[src/gps_binary_frame_validator_unit_macros.svh]
// Assertion macros for the binary frame validator.
// Needs nothing else; included by files that carry concurrent checks.
`ifndef GPS_BINARY_FRAME_VALIDATOR_UNIT_MACROS_SVH
`define GPS_BINARY_FRAME_VALIDATOR_UNIT_MACROS_SVH
`ifndef SYNTHESIS
// property holds at every clock edge outside reset
`define GBFV_ASSERT(lbl, clk, rstn, prop) \
  lbl: assert property (@(posedge clk) disable iff (!rstn) (prop)) \
    else $error("gbfv check failed");
// condition never true outside reset
`define GBFV_ASSERT_NEVER(lbl, clk, rstn, cond) \
  lbl: assert property (@(posedge clk) disable iff (!rstn) !(cond)) \
    else $error("gbfv forbidden condition seen");
`else
`define GBFV_ASSERT(lbl, clk, rstn, prop)
`define GBFV_ASSERT_NEVER(lbl, clk, rstn, cond)
`endif
`endif

[src/gbfv_pkg.sv]
// Shared types and constants for the binary frame validator.
// No dependencies; imported by the interfaces and all modules.
package gbfv_pkg;

  localparam int unsigned PosWidth  = 17;
  localparam int unsigned LenWidth  = 16;
  localparam int unsigned SumWidth  = 15;
  localparam int unsigned AddrWidth = 3;
  localparam int unsigned DataWidth = 32;

  localparam logic [7:0] Start1 = 8'hA0;
  localparam logic [7:0] Start2 = 8'hA2;
  localparam logic [7:0] End1   = 8'hB0;
  localparam logic [7:0] End2   = 8'hB3;
  localparam logic [PosWidth-1:0] Overhead = 17'd8;
  localparam logic [LenWidth-1:0] MaxLenReset = 16'd1023;

  // register byte addresses
  localparam logic [AddrWidth-1:0] AddrMaxPayload = 3'd0;

  typedef enum logic [1:0] {
    VERDICT_VALID     = 2'd0,
    VERDICT_NOT_FRAME = 2'd1,
    VERDICT_TRUNCATED = 2'd2
  } verdict_e;

  typedef struct packed {
    logic [7:0]          data_byte;
    logic                first_byte;
    logic [PosWidth-1:0] buffer_length;
  } in_item_t;

  typedef struct packed {
    logic                valid;
    verdict_e            verdict;
    logic [PosWidth-1:0] frame_length;
  } result_t;

endpackage

[src/gbfv_if.sv]
// Valid/ready channel interfaces for input bytes and verdicts.
// Depends on gbfv_pkg.
interface gbfv_in_if import gbfv_pkg::*; ();
  logic                valid;
  logic                ready;
  logic [7:0]          data_byte;
  logic                first_byte;
  logic [PosWidth-1:0] buffer_length;

  modport source (output valid, data_byte, first_byte, buffer_length, input ready);
  modport sink   (input valid, data_byte, first_byte, buffer_length, output ready);
endinterface

interface gbfv_out_if import gbfv_pkg::*; ();
  logic                valid;
  logic                ready;
  verdict_e            verdict;
  logic [PosWidth-1:0] frame_length;

  modport source (output valid, verdict, frame_length, input ready);
  modport sink   (input valid, verdict, frame_length, output ready);
endinterface

[src/gbfv_core.sv]
// Frame checking state and per-byte decision logic.
// Depends on gbfv_pkg.
module gbfv_core import gbfv_pkg::*; (
  input  logic                clk_i,
  input  logic                rst_ni,
  input  logic                step_i,
  input  in_item_t            item_i,
  input  logic [LenWidth-1:0] max_len_i,
  output result_t             res_o
);

  logic [PosWidth-1:0] pos_q, pos_d;
  logic [LenWidth-1:0] decl_q, decl_d;
  logic [SumWidth-1:0] run_q, run_d;
  logic [LenWidth-1:0] rx_q, rx_d;
  logic [PosWidth-1:0] avail_q, avail_d;
  logic                done_q, done_d;

  logic [PosWidth-1:0] pos_e, avail_e, rel, decl17, decl_new17;
  logic [LenWidth-1:0] decl_e, rx_e, decl_new;
  logic [SumWidth-1:0] run_e;
  logic                done_e;
  logic [7:0]          b;

  always_comb begin
    b        = item_i.data_byte;
    // a first byte restarts checking before anything else
    done_e   = item_i.first_byte ? 1'b0 : done_q;
    pos_e    = item_i.first_byte ? '0 : pos_q;
    decl_e   = item_i.first_byte ? '0 : decl_q;
    run_e    = item_i.first_byte ? '0 : run_q;
    rx_e     = item_i.first_byte ? '0 : rx_q;
    avail_e  = item_i.first_byte ? item_i.buffer_length : avail_q;
    rel      = pos_e - 17'd4;
    decl17   = {1'b0, decl_e};
    decl_new = {decl_e[15:8], b};
    decl_new17 = {1'b0, decl_new};

    pos_d   = pos_q;
    decl_d  = decl_q;
    run_d   = run_q;
    rx_d    = rx_q;
    avail_d = avail_q;
    done_d  = done_q;
    res_o   = '{valid: 1'b0, verdict: VERDICT_VALID, frame_length: '0};

    if (step_i) begin
      decl_d  = decl_e;
      run_d   = run_e;
      rx_d    = rx_e;
      avail_d = avail_e;
      done_d  = done_e;
      pos_d   = pos_e;
      if (!done_e) begin
        pos_d = pos_e + 17'd1;
        if (pos_e == 17'd0) begin
          if (b != Start1) begin
            res_o.valid = 1'b1;
            res_o.verdict = VERDICT_NOT_FRAME;
          end else if (avail_e < Overhead) begin
            res_o.valid = 1'b1;
            res_o.verdict = VERDICT_TRUNCATED;
          end
        end else if (pos_e == 17'd1) begin
          if (b != Start2) begin
            res_o.valid = 1'b1;
            res_o.verdict = VERDICT_NOT_FRAME;
          end
        end else if (pos_e == 17'd2) begin
          decl_d = {b, 8'h00};
        end else if (pos_e == 17'd3) begin
          decl_d = decl_new;
          if (decl_new > max_len_i) begin
            res_o.valid = 1'b1;
            res_o.verdict = VERDICT_NOT_FRAME;
          end else if (avail_e < decl_new17 + Overhead) begin
            res_o.valid = 1'b1;
            res_o.verdict = VERDICT_TRUNCATED;
          end
        end else if (rel < decl17) begin
          run_d = run_e + {7'd0, b};
        end else if (rel == decl17) begin
          rx_d = {b, 8'h00};
        end else if (rel == decl17 + 17'd1) begin
          rx_d = {rx_e[15:8], b};
        end else if (rel == decl17 + 17'd2) begin
          if (b != End1) begin
            res_o.valid = 1'b1;
            res_o.verdict = VERDICT_NOT_FRAME;
          end
        end else begin
          res_o.valid = 1'b1;
          // checksum with bit 15 set can never match the 15-bit sum
          if (b != End2 || rx_e != {1'b0, run_e}) begin
            res_o.verdict = VERDICT_NOT_FRAME;
          end else begin
            res_o.verdict = VERDICT_VALID;
            res_o.frame_length = decl17 + Overhead;
          end
        end
        if (res_o.valid) begin
          done_d = 1'b1;
        end
      end
    end
  end

  always_ff @(posedge clk_i or negedge rst_ni) begin
    if (!rst_ni) begin
      pos_q   <= '0;
      decl_q  <= '0;
      run_q   <= '0;
      rx_q    <= '0;
      avail_q <= '0;
      done_q  <= 1'b1;
    end else begin
      pos_q   <= pos_d;
      decl_q  <= decl_d;
      run_q   <= run_d;
      rx_q    <= rx_d;
      avail_q <= avail_d;
      done_q  <= done_d;
    end
  end

endmodule

[src/gps_binary_frame_validator_unit.sv]
// Binary GPS frame validator, top level.
// Depends on gbfv_pkg, gbfv_if, gbfv_core and the assertion macro header.
//
// Usage:
//  - in_i carries one buffer byte per item, with first_byte set on the first
//    byte of each candidate buffer and the buffer's available length alongside.
//  - out_o carries at most one verdict per buffer: valid (with frame length),
//    not a frame, or truncated. Bytes after the verdict are dropped silently;
//    a new first byte before a verdict abandons the old buffer.
//  - APB port: max_payload_length at byte address 0 (reset 1023). Write only
//    while no byte is in flight.
// Timing:
//  - One byte per cycle sustained unless a held verdict is not taken. A byte
//    sits in the input register, is checked there and any verdict lands
//    in the result register, which drives out_o.
//  - The result register decouples the two sides: one new byte is accepted
//    into an empty input register while a verdict waits to be taken.
// Reset: all control cleared, block idles (verdict given) until a first byte.
// Stall: when out_o.ready is low and a verdict is held, the input register
//  holds its byte and in_i.ready drops once it is full.
`include "gps_binary_frame_validator_unit_macros.svh"

module gps_binary_frame_validator_unit import gbfv_pkg::*; (
  input  logic                 clk_i,
  input  logic                 rst_ni,
  gbfv_in_if.sink              in_i,
  gbfv_out_if.source           out_o,
  input  logic                 psel,
  input  logic                 penable,
  input  logic                 pwrite,
  input  logic [AddrWidth-1:0] paddr,
  input  logic [DataWidth-1:0] pwdata,
  output logic [DataWidth-1:0] prdata,
  output logic                 pready
);

  // configuration
  logic [LenWidth-1:0] max_len_q;

  assign pready = 1'b1;
  assign prdata = (paddr == AddrMaxPayload) ? {16'd0, max_len_q} : '0;

  always_ff @(posedge clk_i or negedge rst_ni) begin
    if (!rst_ni) begin
      max_len_q <= MaxLenReset;
    end else if (psel && penable && pwrite && paddr == AddrMaxPayload) begin
      max_len_q <= pwdata[LenWidth-1:0];
    end
  end

  // input register
  in_item_t s1_q;
  logic     s1_valid_q;
  logic     out_free;
  logic     s1_fire;
  logic     in_fire;

  // result register
  logic                out_valid_q;
  verdict_e            verdict_q;
  logic [PosWidth-1:0] frame_len_q;

  result_t res;

  assign out_free    = !out_valid_q || out_o.ready;
  assign s1_fire     = s1_valid_q && out_free;
  assign in_i.ready  = !s1_valid_q || s1_fire;
  assign in_fire     = in_i.valid && in_i.ready;

  always_ff @(posedge clk_i or negedge rst_ni) begin
    if (!rst_ni) begin
      s1_valid_q <= 1'b0;
    end else if (in_i.ready) begin
      s1_valid_q <= in_i.valid;
    end
  end

  always_ff @(posedge clk_i) begin
    if (in_fire) begin
      s1_q <= '{data_byte: in_i.data_byte, first_byte: in_i.first_byte,
                buffer_length: in_i.buffer_length};
    end
  end

  gbfv_core u_core (
    .clk_i     (clk_i),
    .rst_ni    (rst_ni),
    .step_i    (s1_fire),
    .item_i    (s1_q),
    .max_len_i (max_len_q),
    .res_o     (res)
  );

  always_ff @(posedge clk_i or negedge rst_ni) begin
    if (!rst_ni) begin
      out_valid_q <= 1'b0;
    end else if (out_free) begin
      out_valid_q <= res.valid;
    end
  end

  always_ff @(posedge clk_i) begin
    if (out_free && res.valid) begin
      verdict_q   <= res.verdict;
      frame_len_q <= res.frame_length;
    end
  end

  assign out_o.valid        = out_valid_q;
  assign out_o.verdict      = verdict_q;
  assign out_o.frame_length = frame_len_q;

  // checks
  `GBFV_ASSERT(a_valid_len_min, clk_i, rst_ni,
    (out_valid_q && verdict_q == VERDICT_VALID) |-> (frame_len_q >= Overhead))
  `GBFV_ASSERT(a_reject_len_zero, clk_i, rst_ni,
    (out_valid_q && verdict_q != VERDICT_VALID) |-> (frame_len_q == '0))
  `GBFV_ASSERT(a_byte_held_on_stall, clk_i, rst_ni,
    (s1_valid_q && !out_free) |=> s1_valid_q)
  `GBFV_ASSERT_NEVER(a_ready_when_empty, clk_i, rst_ni,
    !s1_valid_q && !in_i.ready)

endmodule

[src/flat_wrapper.sv]
// flat-port wrapper written by rule: the top's interface ports become plain ports
module gps_binary_frame_validator_unit_flat import gbfv_pkg::*;
  (clk_i, rst_ni, psel, penable, pwrite, paddr, pwdata, prdata, pready, in_i_valid, in_i_data_byte, in_i_first_byte, in_i_buffer_length, in_i_ready, out_o_valid, out_o_verdict, out_o_frame_length, out_o_ready);
  gbfv_in_if in_i_i ();
  gbfv_out_if out_o_i ();
  input  logic clk_i;
  input  logic rst_ni;
  input  logic psel;
  input  logic penable;
  input  logic pwrite;
  input  logic [AddrWidth-1:0] paddr;
  input  logic [DataWidth-1:0] pwdata;
  output logic [DataWidth-1:0] prdata;
  output logic pready;
  input wire logic [$bits(in_i_i.valid)-1:0] in_i_valid;
  input wire logic [$bits(in_i_i.data_byte)-1:0] in_i_data_byte;
  input wire logic [$bits(in_i_i.first_byte)-1:0] in_i_first_byte;
  input wire logic [$bits(in_i_i.buffer_length)-1:0] in_i_buffer_length;
  output wire logic [$bits(in_i_i.ready)-1:0] in_i_ready;
  output wire logic [$bits(out_o_i.valid)-1:0] out_o_valid;
  output wire logic [$bits(out_o_i.verdict)-1:0] out_o_verdict;
  output wire logic [$bits(out_o_i.frame_length)-1:0] out_o_frame_length;
  input wire logic [$bits(out_o_i.ready)-1:0] out_o_ready;
  assign in_i_i.valid = in_i_valid;
  assign in_i_i.data_byte = in_i_data_byte;
  assign in_i_i.first_byte = in_i_first_byte;
  assign in_i_i.buffer_length = in_i_buffer_length;
  assign in_i_ready = in_i_i.ready;
  assign out_o_valid = out_o_i.valid;
  assign out_o_verdict = out_o_i.verdict;
  assign out_o_frame_length = out_o_i.frame_length;
  assign out_o_i.ready = out_o_ready;
  gps_binary_frame_validator_unit u_core (.clk_i(clk_i), .rst_ni(rst_ni), .in_i(in_i_i), .out_o(out_o_i), .psel(psel), .penable(penable), .pwrite(pwrite), .paddr(paddr), .pwdata(pwdata), .prdata(prdata), .pready(pready));
endmodule
[config.mk]
export PLATFORM = sky130hd
export DESIGN_NAME = gps_binary_frame_validator_unit_flat
export DESIGN_NICKNAME = d
export VERILOG_FILES = /design/src/gbfv_pkg.sv /design/src/gbfv_if.sv /design/src/gbfv_core.sv /design/src/gps_binary_frame_validator_unit.sv /design/src/flat_wrapper.sv
export VERILOG_INCLUDE_DIRS = /design/src /design/src/src
export SDC_FILE = /design/constraint.sdc
export NUM_CORES = 1
export LEC_CHECK = 0
export BUFFER_PORTS_ARGS = -buffer_cell sky130_fd_sc_hd__buf_2
export CORE_MARGIN = 5
export CORE_UTILIZATION = 64
export CTS_CLUSTER_DIAMETER = 50
export CTS_CLUSTER_SIZE = 20
export DETAILED_ROUTE_END_ITERATION = 8
export HOLD_SLACK_MARGIN = 0.03
export PLACE_DENSITY = 0.87
export RECOVER_POWER = 25
export SYNTH_ARGS = -nofsm -noshare
export SYNTH_HDL_FRONTEND = slang
export SYNTH_SLANG_ARGS = --single-unit
[constraint.sdc]
create_clock -name clk_i -period 9.21 [get_ports clk_i]
set_input_delay 0.921 -clock clk_i [delete_from_list [all_inputs] [get_ports clk_i]]
set_output_delay 0.921 -clock clk_i [all_outputs]
set_load 0.01 [all_outputs]
==> metrics.md <==
| Metric | Value |
|---|---|
| Status | complete, but fails checks |
| Violated checks | capacitance limit, slew limit |
| Fin Setup TNS | 0 ns |
| Top-count cell post-synth | nand2_1 |
| Worst Path Max Fanout | 77 |
| Worst setup SP type | primary input |
| Core box area | ~0.015 mm² |
| NumNets Final | 1277 |
| LEAKAGE | 4.74 nW |
| Period minus WS final | 5.29 ns |
| Post-synthesis async set-or-reset flop share | 0.690 |
| Main flop type after synthesis | dfrtp_1 |
| Final Cell Area | ~0.011 mm² |
| Synth top area share | 0.223 |
| Hold WS | 0.481 ns |
| Area Growth Syn to Fin | 10.8% |
| Top delay family on crit path | buffers and inverters |
| CTS buffer count | 17 |
| DRT Pass-1 Iters | 6 |
| Seq/Total Area, Yosys | 0.387 |
| Die W | 135 µm |
| First-pass GRT wire length | approximately 43 mm |
| Register area | 0.00387 mm² |
| R2R Setup Slk | approximately 4.1 ns |
| Worst-Skew Late Latency | 0.45 ns |
| Most Frequent Cell on Critical Path | clkbuf_1 |
| GP Congestion | 0.994 |
| Total area of multi-input combinational cells | 0.00563 mm² |
| Cts repair resizes | 0 |
| Total routed wirelength | about 27 mm |
| Peak supply drop | 0.000212 V |
| Worst-Margin Slew | 4.11 ns |
| Sinks on Clock Net | 145 |
| Placed wire-length estimate | 18.3 mm |
| Grt total ovfl | 0 |
| Max Slew Vio Count | roughly 110 |
| Filler cell count | about 1100 |
| CP max stage cell | clkbuf_1 |
| Port-buffer cells | 88 |
| PwrDens | 224 mW/mm² |
| Hold path startpoint | u_core.u_core.avail_q[16]$_DFFE_PN0P_ |
| Commonest cells in the synthesized netlist | nand2_1, dfrtp_1, nor2_1, xnor2_1, ha_1 |
| Vias/cell | 6.19 |
| Largest net degree at the start of global routing | approximately 80 |
| FP Rows | 45 |
| Pre-CTS WS | around 4.2 ns |
| CTS root buf | clkbuf_16 |
| Number of synthesized flops with an enable pin | 45 |
| Clk pin slew, worst setup/hold paths | 0.06 ns |
| Reg2Reg Launch Point | u_core.u_core.pos_q[3]$_DFFE_PN0P_ |
| Synth cell types | 79 |
| Area post-placement | between 0.01 and 0.015 mm² |
| DR WL/cell | 19.4 µm |
| Routed via count | 8473 |
| Critical path's largest stage delay | ~3 ns |
| RSZ-0062 raised after global routing | false |
| Final Util | 0.725 |
| N_diodes | 0 |
| R2R cell count | 14 |
| Number of global-route vias before repair | roughly 8400 |
| Initial antenna violation count | 0 |
| Die H | 135 µm |
| Total Routing Usage GR | 0.299 |
| Mapped Area | between 0.009 and 0.01 mm² |
| Data arrival, critical path | 4.88 ns |
| Worst Path Buf+Inv | 2 |
| Layout cells sized above 1 | 0.147 |
| Yosys top cell by area | dfrtp_1 |
| Initial Util | 0.655 |
| Crit. End Element | asynchronous set/reset pin |
| CTS Buffer Depth | 2 |
| Crit path kind | in2async |
| Post-route clock period utilization | 0.575 |
| Final Skew | between 0.01 and 0.015 ns |
| Worst EP required | between 8 and 9 ns |
| Hold Crit Depth | 2 |
| Gate Count Post-Synth | 1086 |
| Hold buffer count at CTS | 0 |
| DR iter-0 viols | roughly 900 |
| Flops & latches, synth | 145 |
| Relative slew slack | -1.74 |
| Die ar. | 0.0182 mm² |
| Synth warnings | 0 |
| Final WS setup | 3.92 ns |
| Final setup fails | 0 |
| Hold WC Path Type | reg2reg |
| I/O Pins | 122 |
| Setup Fix Bufs, Post-CTS | 0 |
| Crit path cell chain | clkbuf_1 -> clkbuf_1 |
| Drc violations | 0 |
| Synth top area cells | dfrtp_1, edfxtp_1, ha_1, xnor2_1, nand2_1 |
| Maxcap violations | 2 |
| Mean post-synth cell area | 9.20 µm² |
| Hold Vio Cnt, Final | 0 |
| Min-Delay Endpoint | u_core.u_core.avail_q[16]$_DFFE_PN0P_ |
| H-tree depth reported by CTS | 4 |
| Fmax | 0.189 GHz |
| FF-to-FF End | u_core.out_o.frame_length[9]$_SDFFCE_PP0P_ |
| Routed Antenna Nets | 0 |
| CTS tree | done |
## power breakdown
part           total (W)  internal, W  switching (W)
Sequential      0.000898     0.000791       0.000107
Clock           0.000738     0.000434       0.000304
Combinational   0.000844     0.000337       0.000507
Total            0.00248      0.00156       0.000919
## layout make-up
class                      instances  share of cell area
multi-input combinational        831               0.509
timing repair buffer              96              0.0431
clock inverter                    15              0.0179
tap                              211              0.0239
clock buffer                      17              0.0385
inverter                          53              0.0180
sequential                       145               0.350
## cells by family (layout without fill, tap and decap cells)
| group | count (synthesis) | in the layout | share of synthesized area |
|---|---|---|---|
| buf+inv | 125 | 181 | 0.0549 |
| flops | 145 | 145 | 0.387 |
| simple gates | 428 | 428 | 0.221 |
| fa+ha+maj | 65 | 65 | 0.0822 |
| xor+xnor | 98 | 98 | 0.0901 |
| mux | 27 | 27 | 0.0288 |
| other cells | 2 | 17 | 0.000752 |
| compound gates | 196 | 196 | 0.135 |
## metrics by stage
step / instances / power, W
2_1_floorplan: 1101 / 0.00149
3_3_place_gp: 1335 / 0.00168
3_5_place_dp: 1335 / 0.00172
4_1_cts: 1367 / 0.00247
5_1_grt: 1368 / 0.00261
6_report: 1368 / 0.00248
## sequential cells by signal (all words and copies together) (netlist names)
register	flops
u_core.s1_q	26
u_core.out_o.frame_length	17
u_core.u_core.avail_q	17
u_core.u_core.pos_q	17
u_core.max_len_q	16
u_core.u_core.decl_q	16
u_core.u_core.rx_q	16
u_core.u_core.run_q	15
u_core.out_o.verdict	2
u_core.out_o.valid	1
u_core.s1_valid_q	1
u_core.u_core.done_q	1
## placed cells by master (no fill, tap or decap), drive strengths merged, types with 7 or more instances in the layout
cell / instances
nand2: 134
dfrtp: 89
buf: 83
nor2: 72
xnor2: 66
ha: 64
inv: 60
o21ai: 54
edfxtp: 45
a22o: 36
nand3: 35
a21oi: 30
nor3: 30
clkbuf: 30
xor2: 29
nor2b: 25
nand4: 23
and2: 22
a21o: 22
nor4: 21
conb: 17
mux2: 14
mux2i: 13
or2: 12
o21a: 11
dfstp: 11
nand2b: 9
and3: 8
or4: 8
a31oi: 7
## metal layers
metal  up-vias  global-route usage  part of all wire
li1       3918                   -                 -
met1      4017               0.374              0.40
met2       425               0.483              0.46
met3       113              0.0790             0.088
met4         0               0.148             0.050
met5         -                   0                 0
## worst max path at each step
stage                                             from                                     endpoint  slack (ns)  depth (start not counted)
finish                                          rst_ni           u_core.u_core.pos_q[4]$_DFFE_PN0P_        3.92                          2
global route                                    rst_ni           u_core.u_core.run_q[9]$_DFFE_PN0P_        2.80                          2
CTS                 u_core.u_core.pos_q[3]$_DFFE_PN0P_           u_core.u_core.rx_q[15]$_DFFE_PN0P_        4.12                         13
detailed placement  u_core.u_core.pos_q[3]$_DFFE_PN0P_  u_core.out_o.frame_length[11]$_SDFFCE_PP0P_        4.18                         14
global placement    u_core.u_core.pos_q[3]$_DFFE_PN0P_  u_core.out_o.frame_length[11]$_SDFFCE_PP0P_        4.27                         14
floorplan                    u_core.s1_q[17]$_DFFE_PP_   u_core.out_o.frame_length[0]$_SDFFCE_PP0P_        3.64                         19
Power figures use the tool's default switching activity.
